$ cat src/hdl/k_way_sorted_merge_assert.svh
// Assertion macros shared by the k-way sorted merge RTL.
// Included by the modules that carry concurrent assertions; needs no package.
`ifndef K_WAY_SORTED_MERGE_ASSERT_SVH
`define K_WAY_SORTED_MERGE_ASSERT_SVH

// Same-cycle implication, disabled while reset is held.
`define KWM_ASSERT_IMP(label, clk, rst_n, ante, cons, msg) \
    label: assert property (@(posedge clk) disable iff (!rst_n) (ante) |-> (cons)) \
        else $error(msg);

// Next-cycle implication, disabled while reset is held.
`define KWM_ASSERT_NXT(label, clk, rst_n, ante, cons, msg) \
    label: assert property (@(posedge clk) disable iff (!rst_n) (ante) |=> (cons)) \
        else $error(msg);

`endif

$ cat src/hdl/kwm_pkg.sv
// Shared constants, types and helpers of the k-way sorted merge block.
// No dependencies; imported by kwm_min_tree, kwm_out_q and the top level.
package kwm_pkg;

    localparam int LISTS      = 16;
    localparam int LIST_DEPTH = 32;

    localparam int SLOTS  = LISTS * LIST_DEPTH;
    localparam int LID_W  = $clog2(LISTS);
    localparam int PTR_W  = $clog2(LIST_DEPTH);
    localparam int CNT_W  = $clog2(LIST_DEPTH + 1);
    localparam int SUM_W  = PTR_W + 1;
    localparam int ADDR_W = $clog2(SLOTS);

    localparam int VAL_W = 16;
    localparam int IDX_W = 4;
    localparam int REQ_W = 2;
    localparam int ST_W  = 2;

    localparam int S_TDATA_W = 24;
    localparam int M_TDATA_W = 16;

    localparam logic [REQ_W-1:0] REQ_APPEND = 2'd0;
    localparam logic [REQ_W-1:0] REQ_POP    = 2'd1;
    localparam logic [REQ_W-1:0] REQ_CLEAR  = 2'd2;

    localparam logic [ST_W-1:0] ST_OK    = 2'd0;
    localparam logic [ST_W-1:0] ST_FULL  = 2'd1;
    localparam logic [ST_W-1:0] ST_EMPTY = 2'd2;

    typedef struct packed {
        logic                    found;
        logic [LID_W-1:0]        idx;
        logic signed [VAL_W-1:0] val;
    } t_min;

    typedef struct packed {
        logic signed [VAL_W-1:0] merged_value;
        logic [ST_W-1:0]         status;
    } t_result;

    // Store address of one position within one list.
    function automatic logic [ADDR_W-1:0] slot_addr(input logic [LID_W-1:0] lid,
                                                    input logic [PTR_W-1:0] pos);
        return ADDR_W'(ADDR_W'(lid) * ADDR_W'(LIST_DEPTH) + ADDR_W'(pos));
    endfunction

endpackage

$ cat src/hdl/kwm_min_tree.sv
// Registered comparison tree that finds the smallest valid list head.
// Depends on kwm_pkg.
module kwm_min_tree
    import kwm_pkg::*;
(
    input  logic                    i_clk,
    input  logic                    i_rst_n,
    input  logic signed [VAL_W-1:0] i_head [LISTS],
    input  logic [LISTS-1:0]        i_valid,
    output t_min                    o_min
);

    localparam int LEAVES = 1 << LID_W;

    t_min w_node [2*LEAVES];
    t_min r_min;
    t_min n_min;

    // The left operand always covers lower list indexes, so it wins a tie.
    function automatic t_min pick(input t_min a, input t_min b);
        if (a.found && (!b.found || !(b.val < a.val))) begin
            return a;
        end
        return b;
    endfunction

    always_comb begin
        for (int n = 0; n < 2*LEAVES; n++) begin
            w_node[n] = '0;
        end
        for (int i = 0; i < LEAVES; i++) begin
            if (i < LISTS) begin
                w_node[LEAVES+i].found = i_valid[i];
                w_node[LEAVES+i].idx   = LID_W'(i);
                w_node[LEAVES+i].val   = i_head[i];
            end
        end
        for (int n = LEAVES - 1; n >= 1; n--) begin
            w_node[n] = pick(w_node[2*n], w_node[2*n+1]);
        end
        n_min = w_node[1];
    end

    always_ff @(posedge i_clk) begin
        if (!i_rst_n) begin
            r_min.found <= 1'b0;
        end else begin
            r_min.found <= n_min.found;
        end
        r_min.idx <= n_min.idx;
        r_min.val <= n_min.val;
    end

    assign o_min = r_min;

endmodule

$ cat config.mk
export PLATFORM = sky130hd
export DESIGN_NAME = kwm_min_tree
export DESIGN_NICKNAME = d
export VERILOG_FILES = /design/src/hdl/k_way_sorted_merge_assert.svh /design/src/hdl/kwm_pkg.sv /design/src/hdl/kwm_min_tree.sv
export SDC_FILE = /design/constraint.sdc
export NUM_CORES = 1
export LEC_CHECK = 0
export BUFFER_PORTS_ARGS = -buffer_cell sky130_fd_sc_hd__buf_2
export CORE_UTILIZATION = 25
export CTS_CLUSTER_DIAMETER = 100
export DETAILED_ROUTE_END_ITERATION = 10
export GPL_TIMING_DRIVEN = 0
export SYNTH_ARGS = -nofsm -noshare
export SYNTH_HDL_FRONTEND = slang
export SYNTH_SLANG_ARGS = --single-unit
$ cat constraint.sdc
create_clock -name i_clk -period 15.5 [get_ports i_clk]
set_clock_uncertainty 0.2 [all_clocks]
set_input_delay 0.775 -clock i_clk [delete_from_list [all_inputs] [get_ports i_clk]]
set_output_delay 0.775 -clock i_clk [all_outputs]
set_load 0.005 [all_outputs]
==> impl_metrics.yaml <==
outcome:
  status: "finished, final reports clean"
final_layout:
  areaGrowthSynthToFinish_pct: 23.1
  largest_reg_flops: 21
  final_cells: 2099
  nNetsFinal: 2084
  drive_gt1_share_pct: 23.9
floorplan:
  fp-row-count: 71
  die_h_um: 197
  pin_count: 295
  die_area_mm2: 0.0388
  die_w_um: 197
  start_util_pct: 25.3
  core_mm2: 0.0375
logic_synthesis:
  yosysSeqAreaShare_pct: 4.43
  synth_top_cell_area_share_pct: 29.7
  post_synth_inst_count: 1288
  synth_most_common_cell: "ha_1"
  synth.avg_cell_area_um2: 7.37
  ys_ff_latch: 21
  synth_cell_types: 80
  synth_area_leader_cell: "ha_1"
  syn_area_mm2: 0.00949
  synth_common_cells: "225 x ha_1, 186 x inv_1, 99 x o21ai_0"
  synthArstFlopShare_pct: 0
  synthFlopType: "dfxtp_1"
  ys_warn_count: 0
  ys_top_cells_by_area: "ha_1 30%, mux2i_1 10%, inv_1 7.4%, o21ai_0 5.2%, a21oi_1 4.7%"
  synth_edf_count: 0
  synthesis.nets: 1787
timing:
  slew_headroom_pct: 36.3
  hold_viol: 0
  drv_slew: 0
  tns_ps: 0
  worst_slew_pin_slew_ps: 947
  setup_viol: 0
  fin_crit_sh_pct: 76.2
  rsz0062_at_grt: "false"
  fin_crit_ps: 11810
  timing.fmax_ghz: 0.0847
place:
  hpwl_mm: 30.4
  gp_congestion: 0.929
  dp.cells: 2091
  io_buffer_count: 292
critical_path:
  crit_path_end_kind: "flop"
  crit_arrival_ps: 11770
  cpMaxStageDelayCell: "or4b_2"
  critical_path_required_ps: 15460
  critPathLaunchType: "primary input"
  critPathKind: "primary input to flop"
  cp_slowest_stage_delay_ps: 670
  cp_max_fo: 10
drt:
  vias: 10405
  drc: 0
  firstDrtPassIters: 5
  vias_per_cell: 4.96
  wirelength_mm: 33.6
  avgRoutedWirePerCell_um: 16.0
  drt_iter0_markers: 457
  ant_nets: 0
cts:
  ctsResizeCount: 0
  post_cts_buffers: 0
  numClockSinks: 21
  cts_tree: "yes"
  cts_hold_buf: 0
  clk_pin_slew_worst_paths_ps: 60
  clockBufferDepth: 2
  clockRootBuffer: "clkbuf_16"
  cts_max_level: 1
  numCtsBuffers: 3
power:
  power.leakage_uw: 0.00628
  powerDensity_mw_per_mm2: 106
  ir_drop_mv: 0.0782
global_route:
  grtUsageTotal_pct: 16.7
  first_global_vias: 10212
  gr-total-overflow: 0
  grt_max_degree: 13
  grt_pass1_wl_mm: 51.5
  antenna_found_initial: 5
worst_hold_path:
  holdPathEnd: "o_min[20]"
  hp-start: "i_rst_n"
  hold_class: "primary input to flop"
  hold_depth: 2
flow_run:
  cap_violations: 0
-- routing by layer --
metal | GRT usage [%] | vias to the layer above | wire length, µm
met5 | 0 | - | 13
met4 | 6.57 | 2 | 1190
met3 | 1.23 | 56 | 1880
met2 | 29.4 | 354 | 15600
met1 | 21.0 | 4699 | 15000
li1 | - | 5294 | -
-- power by group --
part	internal (µW)	total [µW]	switching, µW
sequential	90.2	97.5	7.26
combinational	484	1090	603
clock	34.8	56.6	21.9
total	609	1240	632
-- stage by stage --
step | hold slack [ps] | worst slack [ps] | total power (µW) | util [%] | cell area, µm²
global route | 544 | 2960 | 1380 | 31.2 | 11700
global placement | 796 | 3560 | 1170 | 30.9 | 11600
detailed placement | 796 | 3350 | 1190 | 30.9 | 11600
finish | 534 | 3690 | 1240 | 31.2 | 11700
CTS | 522 | 3600 | 1260 | 31.1 | 11700
floorplan | 703 | 5020 | 873 | - | 9490
-- worst max path at each step --
| stage | from | endpoint | slack, ps | cells past startpoint |
|---|---|---|---|---|
| detailed placement | i_head[223] | o_min[9] | 3350 | 47 |
| global route | i_head[223] | o_min[9] | 2960 | 47 |
| global placement | i_head[207] | o_min[9] | 3560 | 46 |
| finish | i_head[223] | o_min[9] | 3690 | 47 |
| floorplan | i_head[223] | o_min[16] | 5020 | 46 |
| CTS | i_head[223] | o_min[9] | 3600 | 47 |
-- kinds of logic (layout without fill, tap and decap cells) --
logic type      count (synthesis)  in the layout  synth area share [%]
buf+inv                       228            524                  9.54
mux                           132            132                  14.4
compound gates                349            349                  24.3
simple gates                  333            333                  17.6
flops                          21             21                  4.43
other cells                     0              4                     0
fa+ha+maj                     225            225                  29.7
-- worst max-delay path, delay by kind of cell --
kind	cells	cell delay [ps]
fa+ha+maj	4	1190
buf+inv	10	1730
compound gates	20	4120
mux	3	880
simple gates	10	3060
-- area by class of cell --
type | count | area [µm²]
diodes | 4 | 10.0
plain buffers | 42 | 208
clock buffers | 3 | 75.1
clock inverters | 1 | 5.00
fillers | 4098 | 25800
inverters | 186 | 698
multi-input cells | 1039 | 8170
flip-flops and latches | 21 | 420
well taps | 511 | 639
repair buffers | 292 | 1460
-- cells in the final DEF (no fill, tap or decap), drive strengths merged, types with 17 or more instances in the layout --
| cell | instances |
|---|---|
| buf | 312 |
| nand4 | 30 |
| o31a | 17 |
| nor2 | 83 |
| mux2 | 35 |
| or2 | 24 |
| nand3 | 17 |
| o21ai | 103 |
| clkbuf | 25 |
| ha | 225 |
| a21oi | 91 |
| inv | 186 |
| nand2 | 95 |
| mux2i | 97 |
| a211oi | 18 |
| and2 | 18 |
| dfxtp | 21 |
| a21o | 29 |
Note: power is estimated with default switching activity, not from simulation.
