==> src/hdl/k_way_sorted_merge_assert.svh <==
// Assertion macros shared by the k-way sorted merge RTL.
// Included by the modules that carry concurrent assertions; needs no package.
`ifndef K_WAY_SORTED_MERGE_ASSERT_SVH
`define K_WAY_SORTED_MERGE_ASSERT_SVH

// Same-cycle implication, disabled while reset is held.
`define KWM_ASSERT_IMP(label, clk, rst_n, ante, cons, msg) \
    label: assert property (@(posedge clk) disable iff (!rst_n) (ante) |-> (cons)) \
        else $error(msg);

// Next-cycle implication, disabled while reset is held.
`define KWM_ASSERT_NXT(label, clk, rst_n, ante, cons, msg) \
    label: assert property (@(posedge clk) disable iff (!rst_n) (ante) |=> (cons)) \
        else $error(msg);

`endif

==> src/hdl/kwm_pkg.sv <==
// Shared constants, types and helpers of the k-way sorted merge block.
// No dependencies; imported by kwm_min_tree, kwm_out_q and the top level.
package kwm_pkg;

    localparam int LISTS      = 16;
    localparam int LIST_DEPTH = 32;

    localparam int SLOTS  = LISTS * LIST_DEPTH;
    localparam int LID_W  = $clog2(LISTS);
    localparam int PTR_W  = $clog2(LIST_DEPTH);
    localparam int CNT_W  = $clog2(LIST_DEPTH + 1);
    localparam int SUM_W  = PTR_W + 1;
    localparam int ADDR_W = $clog2(SLOTS);

    localparam int VAL_W = 16;
    localparam int IDX_W = 4;
    localparam int REQ_W = 2;
    localparam int ST_W  = 2;

    localparam int S_TDATA_W = 24;
    localparam int M_TDATA_W = 16;

    localparam logic [REQ_W-1:0] REQ_APPEND = 2'd0;
    localparam logic [REQ_W-1:0] REQ_POP    = 2'd1;
    localparam logic [REQ_W-1:0] REQ_CLEAR  = 2'd2;

    localparam logic [ST_W-1:0] ST_OK    = 2'd0;
    localparam logic [ST_W-1:0] ST_FULL  = 2'd1;
    localparam logic [ST_W-1:0] ST_EMPTY = 2'd2;

    typedef struct packed {
        logic                    found;
        logic [LID_W-1:0]        idx;
        logic signed [VAL_W-1:0] val;
    } t_min;

    typedef struct packed {
        logic signed [VAL_W-1:0] merged_value;
        logic [ST_W-1:0]         status;
    } t_result;

    // Store address of one position within one list.
    function automatic logic [ADDR_W-1:0] slot_addr(input logic [LID_W-1:0] lid,
                                                    input logic [PTR_W-1:0] pos);
        return ADDR_W'(ADDR_W'(lid) * ADDR_W'(LIST_DEPTH) + ADDR_W'(pos));
    endfunction

endpackage

==> src/hdl/kwm_out_q.sv <==
// Two-word result queue that decouples the merge engine from the output stream.
// Depends on kwm_pkg.
module kwm_out_q
    import kwm_pkg::*;
(
    input  logic    i_clk,
    input  logic    i_rst_n,
    input  logic    i_push,
    input  t_result i_data,
    output logic    o_full,
    output logic    o_valid,
    input  logic    i_ready,
    output t_result o_data
);

    t_result    r_q [2];
    logic       r_wr, n_wr;
    logic       r_rd, n_rd;
    logic [1:0] r_cnt, n_cnt;
    logic       w_pop;

    assign w_pop   = o_valid && i_ready;
    assign o_valid = (r_cnt != 2'd0);
    assign o_full  = (r_cnt == 2'd2);
    assign o_data  = r_q[r_rd];

    always_comb begin
        n_wr  = i_push ? ~r_wr : r_wr;
        n_rd  = w_pop ? ~r_rd : r_rd;
        n_cnt = r_cnt + 2'(i_push) - 2'(w_pop);
    end

    always_ff @(posedge i_clk) begin
        if (!i_rst_n) begin
            r_wr  <= 1'b0;
            r_rd  <= 1'b0;
            r_cnt <= 2'd0;
        end else begin
            r_wr  <= n_wr;
            r_rd  <= n_rd;
            r_cnt <= n_cnt;
        end
        if (i_push) begin
            r_q[r_wr] <= i_data;
        end
    end

endmodule

==> config.mk <==
export PLATFORM = sky130hd
export DESIGN_NAME = kwm_out_q
export DESIGN_NICKNAME = d
export VERILOG_FILES = /design/src/hdl/k_way_sorted_merge_assert.svh /design/src/hdl/kwm_pkg.sv /design/src/hdl/kwm_out_q.sv
export SDC_FILE = /design/constraint.sdc
export NUM_CORES = 1
export LEC_CHECK = 0
export BUFFER_PORTS_ARGS = -buffer_cell sky130_fd_sc_hd__buf_4
export CELL_PAD_IN_SITES_DETAIL_PLACEMENT = 0
export CELL_PAD_IN_SITES_GLOBAL_PLACEMENT = 1
export CORE_ASPECT_RATIO = 0.9
export CORE_MARGIN = 2
export CORE_UTILIZATION = 46
export CTS_CLUSTER_DIAMETER = 50
export DETAILED_ROUTE_END_ITERATION = 8
export PLACE_DENSITY_LB_ADDON = 0.25
export SYNTH_ARGS = -nofsm -noshare
export SYNTH_HDL_FRONTEND = slang
export SYNTH_SLANG_ARGS = --single-unit
==> constraint.sdc <==
create_clock -name i_clk -period 3.75 [get_ports i_clk]
set_clock_uncertainty 0.2 [all_clocks]
set_input_delay 0.9375 -clock i_clk [delete_from_list [all_inputs] [get_ports i_clk]]
set_output_delay 0.9375 -clock i_clk [all_outputs]
set_load 0.03 [all_outputs]
==> results.json, run 1 <==
{
  "arrival_ns": 1.59,
  "start_kind": "flip-flop",
  "status": "finished clean",
  "power_density_nw_per_um2": 603.0,
  "dieArea_um2": 3959,
  "placed_area_um2": 1938,
  "finalWorstPathRequiredPeriod_ns": 2.725,
  "cts_resized": 0,
  "fmax_mhz": 367.0,
  "path_max_fanout": 12,
  "drt-wirelength-per-cell_um": 13.29,
  "finalNetCount": 150,
  "syn_area_um2": 1597,
  "via_per_inst": 4.544,
  "cts_hold_buf": 0,
  "totalWireLength_um": 2272,
  "worstPathRequired_ns": 2.61,
  "yosys_warnings": 0,
  "crit_top_cell": "buf_4",
  "ys.flop_type": "edfxtp_1",
  "ir_worst_vdd_mv": 0.2859,
  "initial_utilization_pct": 47.61,
  "reg2reg_depth": 1,
  "syn_to_final_growth_pct": 26.57,
  "worstHoldPathType": "reg -> reg",
  "regToRegSetupSlack_ns": 2.11,
  "slew_headroom_pct": 38.13,
  "syn_inst": 79,
  "synth_top_area_share_pct": 67.71,
  "setup_viol": 0,
  "synth_most_common_cell": "edfxtp_1",
  "reg2reg_from": "r_wr$_SDFFE_PN0P_",
  "fill_cells": 277,
  "drive_gt1_share_pct": 54.33,
  "clkLatencyLatePin_ns": 0.28,
  "first_global_vias": 799,
  "critical_path.max_stage_delay_ns": 0.47,
  "first_pass_iters": 4,
  "syn_nets": 103,
  "drc_errors": 0,
  "ys_seq_area_share_pct": 73.98,
  "postRouteAntennaNets": 0,
  "synth-seq-cells": 41,
  "cp-endpoint": "o_data[17]",
  "grt_start_max_net_pins": 20,
  "pin_count": 42,
  "crit_path_top_delay_cell": "dfxtp_1",
  "clock-sinks": 41,
  "antenna_cells": 0,
  "core-area_um2": 3353,
  "numPortBuffers": 41,
  "p_leak_uw": 0.0008019,
  "cts_made_buffers": 5,
  "grt_pass1_wl_um": 3525,
  "final_cell_area_um2": 2021,
  "final-hold-violation-count": 0,
  "tightest_slew_ns": 0.9238,
  "clkTransAtPathRegs_ns": 0.07,
  "dieWidth_um": 66.10,
  "ctsHtreeMaxLevel": 2,
  "first_iter_violations": 17,
  "async_flop_share_pct": 0,
  "rsz0062_at_grt": "no",
  "synth_area_leaders": "edfxtp_1, mux2_4, dfxtp_1",
  "dieHeight_um": 59.89,
  "synth_commonest_cells": "edfxtp_1, mux2_4, mux2_2",
  "antenna_found_initial": 0,
  "grt-ovfl-total": 0,
  "cts_tree": "done",
  "end_kind": "output port",
  "crit_type": "reg -> out",
  "place.gp.congestion": 0.6181,
  "grt_usage_pct": 12.96,
  "post-route-period-util_pct": 72.66,
  "slew_viol_final": 0,
  "timing.max_cap.violations": 0,
  "num_vias": 777,
  "cts_setup_buffers": 0,
  "fin_setup_tns_ns": 0,
  "num_rows": 20,
  "yosysTopAreaCell": "edfxtp_1",
  "dpl.hpwl_um": 1601,
  "r2r-end": "r_q[0][9]$_DFFE_PP_",
  "synth_edf_count": 36,
  "clockBufferDepth": 2,
  "synthDistinctLibCells": 16,
  "cts_root_buf": "clkbuf_8",
  "synth_area_per_cell_um2": 20.21,
  "crit_chain": "buf_4 > mux2_2 > buf_4"
}
## cells by family after synthesis
kind of cell,after synthesis,share of synthesized area (%)
compound gates,2,0.9402
xor+xnor,1,1.411
fa+ha+maj,2,1.567
buf+inv,4,2.430
flops,41,73.98
mux,20,16.30
simple gates,9,3.370
## state kept, by name, summed over array words and instances (netlist names), named ones only
register  flops
r_rd          1
r_q          36
r_wr          1
r_cnt         2
## placed cells by master (no fill, tap or decap), types with 2 or more instances in the layout
master,instances
o21a_1,2
inv_1,2
mux2i_1,2
dfxtp_1,5
mux2_4,10
nor2b_1,3
buf_4,42
mux2_2,8
clkbuf_8,5
ha_1,2
clkinv_2,2
edfxtp_1,36
and2_1,2
## stage by stage
stage / std cells / worst slack, ns / hold slack [ns] / util [%] / power (uW)
6_report: 171 / 1.025 / 0.2822 / 60.26 / 1218
3_3_place_gp: 163 / 1.298 / 0.2613 / 57.80 / 964.4
3_5_place_dp: 163 / 1.277 / 0.2677 / 57.80 / 973.2
4_1_cts: 171 / 0.9883 / 0.2838 / 60.26 / 1236
5_1_grt: 171 / 0.9445 / 0.3032 / 60.26 / 1281
2_1_floorplan: 79 / 1.336 / 0.2516 / - / 865.6
## how the worst min path moves through the flow
stage / from / to / slack, ns / depth (start not counted)
2_1_floorplan: r_rd$_SDFFE_PN0P_ / flip-flop / 0.25 / 2
4_1_cts: r_rd$_SDFFE_PN0P_ / r_rd$_SDFFE_PN0P_ / 0.28 / 2
6_report: r_rd$_SDFFE_PN0P_ / r_rd$_SDFFE_PN0P_ / 0.28 / 2
5_1_grt: r_rd$_SDFFE_PN0P_ / r_rd$_SDFFE_PN0P_ / 0.30 / 2
3_5_place_dp: r_rd$_SDFFE_PN0P_ / flip-flop / 0.27 / 2
3_3_place_gp: r_rd$_SDFFE_PN0P_ / r_rd$_SDFFE_PN0P_ / 0.26 / 2
## routing by layer
metal / vias up / track usage (%) / part of all wire (%)
li1: 388 / - / -
met4: 0 / 6.122 / 0.75
met2: 29 / 22.00 / 50
met5: - / 0 / 0
met1: 358 / 12.99 / 40
met3: 2 / 7.156 / 9.1
## final cells by class
cell class,instances,area (um2),area share (%)
Clock buffer,6,72.57,3.591
Inverter,2,7.507,0.3715
Tap cell,44,55.05,2.724
Clock inverter,2,10.01,0.4954
Timing Repair Buffer,42,315.3,15.60
Sequential cell,41,1181,58.45
Multi-Input combinational cell,34,379.1,18.76
## power by group
part / total [uW] / leakage [uW] / switching (uW) / internal, uW
Combinational: 395 / 0.000378 / 201 / 194
Clock: 263 / 0.0000450 / 134 / 129
Sequential: 560 / 0.000379 / 22.4 / 537
Total: 1220 / 0.000802 / 358 / 861
## worst max-delay path: cells and delay by family (launching register included)
| kind | cells | cell delay (ns) |
|---|---|---|
| buffers and inverters | 2 | 0.47 |
| flip-flops | 1 | 0.47 |
| multiplexers | 1 | 0.36 |
Power figures use the tool's default switching activity.
==> run 2, diff against run 1 <==
--- a/config.mk
+++ b/config.mk
@@ -10,7 +10,7 @@
 export CELL_PAD_IN_SITES_GLOBAL_PLACEMENT = 1
 export CORE_ASPECT_RATIO = 0.9
 export CORE_MARGIN = 2
-export CORE_UTILIZATION = 46
+export CORE_UTILIZATION = 43
 export CTS_CLUSTER_DIAMETER = 50
 export DETAILED_ROUTE_END_ITERATION = 8
 export PLACE_DENSITY_LB_ADDON = 0.25
==> constraint.sdc (replaced) <==
create_clock -name i_clk -period 2.7 [get_ports i_clk]
set_clock_uncertainty 0.2 [all_clocks]
set_input_delay 0.675 -clock i_clk [delete_from_list [all_inputs] [get_ports i_clk]]
set_output_delay 0.675 -clock i_clk [all_outputs]
set_load 0.03 [all_outputs]
==> results.json, run 2 (synthesis gave the netlist of run 1 again) <==
{
  "finalNetCount": 154,
  "slew_viol_final": 0,
  "r2r-end": "r_cnt[1]$_SDFF_PN0_",
  "crit_buf_inv": 2,
  "grt_pass1_wl_um": 3698,
  "first_pass_iters": 4,
  "antenna_cells": 0,
  "dieWidth_um": 68.23,
  "dpl.hpwl_um": 1683,
  "ctsHtreeMaxLevel": 2,
  "crit_family": "multiplexers",
  "status": "finished clean",
  "power_frac_comb_pct": 33.2,
  "drt-wirelength-per-cell_um": 13.18,
  "worst_hold_path.num_cells": 2,
  "syn_to_final_growth_pct": 28.45,
  "worstHoldPathType": "reg -> reg",
  "p_leak_uw": 0.0008224,
  "place.gp.congestion": 0.6111,
  "clock-sinks": 41,
  "grt-ovfl-total": 0,
  "layout_commonest_cell": "buf_4",
  "num_vias": 804,
  "rsz0062_at_grt": "no",
  "clockBufferDepth": 2,
  "tightest_slew_ns": 0.4085,
  "fmax_mhz": 448.2,
  "crit_type": "reg -> out",
  "power_density_nw_per_um2": 834.3,
  "setup_viol": 0,
  "reg2reg_depth": 6,
  "cts_hold_buf": 0,
  "cts_setup_buffers": 0,
  "start_kind": "flip-flop",
  "numPortBuffers": 41,
  "fin_setup_tns_ns": 0,
  "cts_resized": 0,
  "crit_chain": "buf_4 > mux2_2 > buf_4",
  "drive_gt1_share_pct": 55.73,
  "path_max_fanout": 9,
  "via_per_inst": 4.594,
  "cts_root_buf": "clkbuf_8",
  "stdcell_count": 175,
  "dieArea_um2": 4217,
  "core-area_um2": 3453,
  "hold_start": "r_rd$_SDFFE_PN0P_",
  "drc_errors": 0,
  "largest_register_ffs": 36,
  "slew_headroom_pct": 72.76,
  "crit_path_top_delay_cell": "mux2_2",
  "cts_tree": "done",
  "crit_top_cell": "buf_4",
  "worstPathRequired_ns": 1.82,
  "arrival_ns": 1.36,
  "num_rows": 20,
  "pin_count": 42,
  "cts_made_buffers": 5,
  "switching_share_pct": 29.65,
  "regToRegSetupSlack_ns": 1.09,
  "postRouteAntennaNets": 0,
  "hold_path_end": "r_rd$_SDFFE_PN0P_",
  "post-route-period-util_pct": 82.64,
  "finalWorstPathRequiredPeriod_ns": 2.231,
  "top_regs": "r_q: 36 flops, r_cnt: 2 flops",
  "dieHeight_um": 61.81,
  "grt_usage_pct": 12.83,
  "first_iter_violations": 13,
  "clkPwrFrac_pct": 21.7,
  "clkLatencyLatePin_ns": 0.29,
  "initial_utilization_pct": 46.23,
  "dp.cells": 167,
  "first_global_vias": 851,
  "grt_start_max_net_pins": 13,
  "final-hold-violation-count": 0,
  "clkTransAtPathRegs_ns": 0.07,
  "timing.max_cap.violations": 0,
  "ir_worst_vdd_mv": 0.4780,
  "critical_path.max_stage_delay_ns": 0.37,
  "final_cell_mix": "buf_4, edfxtp_1, mux2_4",
  "total_power_uw": 1711,
  "intPower_uw": 1204,
  "totalWireLength_um": 2306,
  "end_kind": "output port",
  "p_switching_uw": 507.2,
  "largest-register": "r_q",
  "fill_cells": 287,
  "reg2reg_from": "r_cnt[1]$_SDFF_PN0_",
  "antenna_found_initial": 0,
  "seq_power_share_pct": 45.0
}
[run 2: cell types whose count changed in the layout (fill, tap and decap cells not counted)]
cell and change:
buf_4 +4
[run 2: how the worst max path moves through the flow]
stage | end | slack, ns | cells past startpoint
2_1_floorplan | r_q[0][0]$_DFFE_PP_ | 0.55 | 1
3_3_place_gp | r_cnt[1]$_SDFF_PN0_ | 0.76 | 7
3_5_place_dp | r_cnt[1]$_SDFF_PN0_ | 0.72 | 7
4_1_cts | o_data[5] | 0.46 | 3
5_1_grt | o_data[5] | 0.42 | 3
6_report | o_data[5] | 0.47 | 3
[run 2: final cells by class]
type / instances / area (um2) / area share, %
tap: 44 / 55.05 / 2.685
clock buffer: 6 / 72.57 / 3.539
multi-input combinational: 34 / 379.1 / 18.49
sequential: 41 / 1181 / 57.60
timing repair buffer: 46 / 345.3 / 16.84
clock inverter: 2 / 10.01 / 0.4881
inverter: 2 / 7.507 / 0.3661
[run 2: tightest hold or removal path, delay by kind of cell, from the launching register on]
kind             cells  cell delay (ns)
DFF                  1             0.31
muxes                1             0.07
and+or+nand+nor      1             0.07
[run 2: power groups by stage]
| stage | logic (uW) | registers, uW | clock network [uW] |
|---|---|---|---|
| final | 569 | 771 | 372 |
| after detailed placement | 577 | 785 | 0 |
| after global placement | 571 | 782 | 0 |
| after global routing | 608 | 777 | 416 |
| after CTS | 578 | 771 | 381 |
| after floorplan | 423 | 779 | 0 |
[run 2: through the flow]
stage / hold slack, ns / util, % / instance area, um2 / worst slack, ns
after floorplan: 0.2516 / - / 1597 / 0.5484
after global placement: 0.2880 / 56.99 / 1968 / 0.7593
after detailed placement: 0.2761 / 56.99 / 1968 / 0.7152
after CTS: 0.2861 / 59.38 / 2051 / 0.4579
after global routing: 0.3167 / 59.38 / 2051 / 0.4191
final: 0.2945 / 59.38 / 2051 / 0.4688
[run 2: per-layer routing]
metal	wire length, um	global-route usage, %	up-vias
li1	-	-	395
met1	968	14.97	375
met2	1106	19.97	30
met3	207	6.486	4
met4	24	6.000	0
met5	0	0	-
==> run 3, diff against run 2 <==
--- a/config.mk
+++ b/config.mk
@@ -10,7 +10,7 @@
 export CELL_PAD_IN_SITES_GLOBAL_PLACEMENT = 1
 export CORE_ASPECT_RATIO = 0.9
 export CORE_MARGIN = 2
-export CORE_UTILIZATION = 43
+export CORE_UTILIZATION = 39
 export CTS_CLUSTER_DIAMETER = 50
 export DETAILED_ROUTE_END_ITERATION = 8
 export PLACE_DENSITY_LB_ADDON = 0.25
==> constraint.sdc (replaced) <==
create_clock -name i_clk -period 1.9 [get_ports i_clk]
set_clock_uncertainty 0.2 [all_clocks]
set_input_delay 0.475 -clock i_clk [delete_from_list [all_inputs] [get_ports i_clk]]
set_output_delay 0.475 -clock i_clk [all_outputs]
set_load 0.03 [all_outputs]
==> results.json, run 3 (synthesis gave the netlist of run 1 again) <==
{
  "drive_gt1_share_pct": 57.89,
  "post-route-period-util_pct": 102.0,
  "first_global_vias": 854,
  "dp.cells": 172,
  "power_frac_comb_pct": 32.9,
  "violations": "setup timing",
  "grt-ovfl-total": 0,
  "path_max_fanout": 5,
  "intPower_uw": 2087,
  "crit_chain": "buf_6 > mux2_4 > buf_6",
  "fmax_mhz": 516.0,
  "start_kind": "flip-flop",
  "ctsHtreeMaxLevel": 2,
  "setup_viol": 18,
  "dieArea_um2": 4622,
  "clock-sinks": 41,
  "slew_headroom_pct": 91.78,
  "hold_start": "i_data[6]",
  "seq_power_share_pct": 38.9,
  "switching_share_pct": 26.67,
  "final-hold-violation-count": 0,
  "first_iter_violations": 63,
  "totalWireLength_um": 2373,
  "arrival_ns": 1.26,
  "reg2reg_depth": 6,
  "reg2reg_from": "r_cnt[1]$_SDFF_PN0_",
  "numPortBuffers": 41,
  "cp.depth": 3,
  "crit_family": "flip-flops",
  "tightest_slew_ns": 0.1199,
  "worstHoldPathType": "in -> reg",
  "p_leak_uw": 0.0009122,
  "timing.max_cap.violations": 0,
  "antenna_found_initial": 0,
  "clkLatencyLatePin_ns": 0.28,
  "largest_register_ffs": 36,
  "core-area_um2": 3991,
  "largest-register": "r_q",
  "place.gp.congestion": 0.6184,
  "grt_start_max_net_pins": 14,
  "clkPwrFrac_pct": 28.2,
  "regToRegSetupSlack_ns": 0.29,
  "multiInputGateArea_um2": 409.1,
  "num_rows": 22,
  "grt_usage_pct": 11.62,
  "pin_count": 42,
  "ir_worst_vdd_mv": 0.5666,
  "layout_commonest_cell": "edfxtp_1",
  "final_core_util_pct": 56.21,
  "r2r-end": "r_cnt[1]$_SDFF_PN0_",
  "num_vias": 811,
  "crit_top_cell": "buf_6",
  "drt-wirelength-per-cell_um": 13.11,
  "cts_tree": "done",
  "end_kind": "output port",
  "finalWorstPathRequiredPeriod_ns": 1.938,
  "finalNetCount": 156,
  "antenna_cells": 0,
  "clockBufferDepth": 2,
  "fill_cells": 322,
  "p_switching_uw": 758.9,
  "clkTransAtPathRegs_ns": 0.08,
  "stdcell_count": 181,
  "worst_hold_path.num_cells": 1,
  "dieWidth_um": 71.44,
  "dpl.hpwl_um": 1628,
  "status": "finished, violations left",
  "crit_buf_inv": 2,
  "cts_setup_buffers": 0,
  "crit_path_top_delay_cell": "dfxtp_4",
  "power_density_nw_per_um2": 1269,
  "cts_hold_buf": 0,
  "grt_pass1_wl_um": 3891,
  "initial_utilization_pct": 40.00,
  "rsz0062_at_grt": "yes",
  "cts_root_buf": "clkbuf_8",
  "first_pass_iters": 4,
  "worstPathRequired_ns": 1.22,
  "critical_path.max_stage_delay_ns": 0.38,
  "syn_to_final_growth_pct": 40.52,
  "slew_viol_final": 0,
  "final_cell_mix": "edfxtp_1, buf_4, buf_6",
  "drc_errors": 0,
  "fin_ws_ns": -0.03811,
  "dieHeight_um": 64.70,
  "crit_type": "reg -> out",
  "postRouteAntennaNets": 0,
  "cts_made_buffers": 5,
  "via_per_inst": 4.481,
  "seqCellArea_um2": 1185,
  "top_regs": "r_q: 36 flops, r_cnt: 2 flops",
  "hold_path_end": "r_q[0][6]$_DFFE_PP_"
}
## run 3: changes by cell type in the layout (fill, tap and decap cells not counted)
cell,delta
dfxtp_4,+1
buf_12,+1
buf_4,-19
buf_6,+20
dfxtp_1,-1
bufinv_16,+2
clkinv_2,-1
mux2_2,-8
clkbuf_1,-1
mux2_4,+8
## run 3: layout make-up
| cell class | count | area share (%) |
|---|---|---|
| repair buffers | 48 | 19.97 |
| flip-flops and latches | 41 | 52.82 |
| well taps | 48 | 2.677 |
| inverters | 2 | 0.3346 |
| multi-input cells | 34 | 18.24 |
| clock inverters | 3 | 2.900 |
| clock buffers | 5 | 3.067 |
## run 3: per-layer routing
metal,track usage (%),wire length (um)
met5,0,0
met4,4.245,17
met3,5.132,101
met1,13.96,1007
met2,18.52,1248
## run 3: stage by stage
stage	hold slack, ns	power (uW)	setup slack, ns	TNS, ns	instance area, um2
floorplan	0.2516	1709	0.2890	0	1599
global placement	0.2719	1923	0.1561	0	1981
detailed placement	0.2817	1936	0.1197	0	1981
CTS	0.1609	2879	-0.05349	-0.7258	2243
global route	0.1487	2986	-0.08530	-1.374	2243
finish	0.1706	2846	-0.03811	-0.4737	2243
## run 3: how the worst max path moves through the flow
stage | to
final | o_data[14]
after global routing | o_data[15]
after CTS | o_data[14]
after detailed placement | r_cnt[1]$_SDFF_PN0_
after global placement | r_cnt[1]$_SDFF_PN0_
after floorplan | r_cnt[1]$_SDFF_PN0_
## run 3: repair_timing
item                                    4_1_cts  5_1_grt
gates resized for setup                      34        0
gates cloned                                  1        0
endpoints found under the setup margin       18       18
## run 3: power by group through the flow
stage	sequential, uW	combinational [uW]	clock (uW)
floorplan	1110	602	0
global placement	1110	811	0
detailed placement	1120	820	0
CTS	1110	952	819
global route	1120	1000	861
finish	1110	936	802
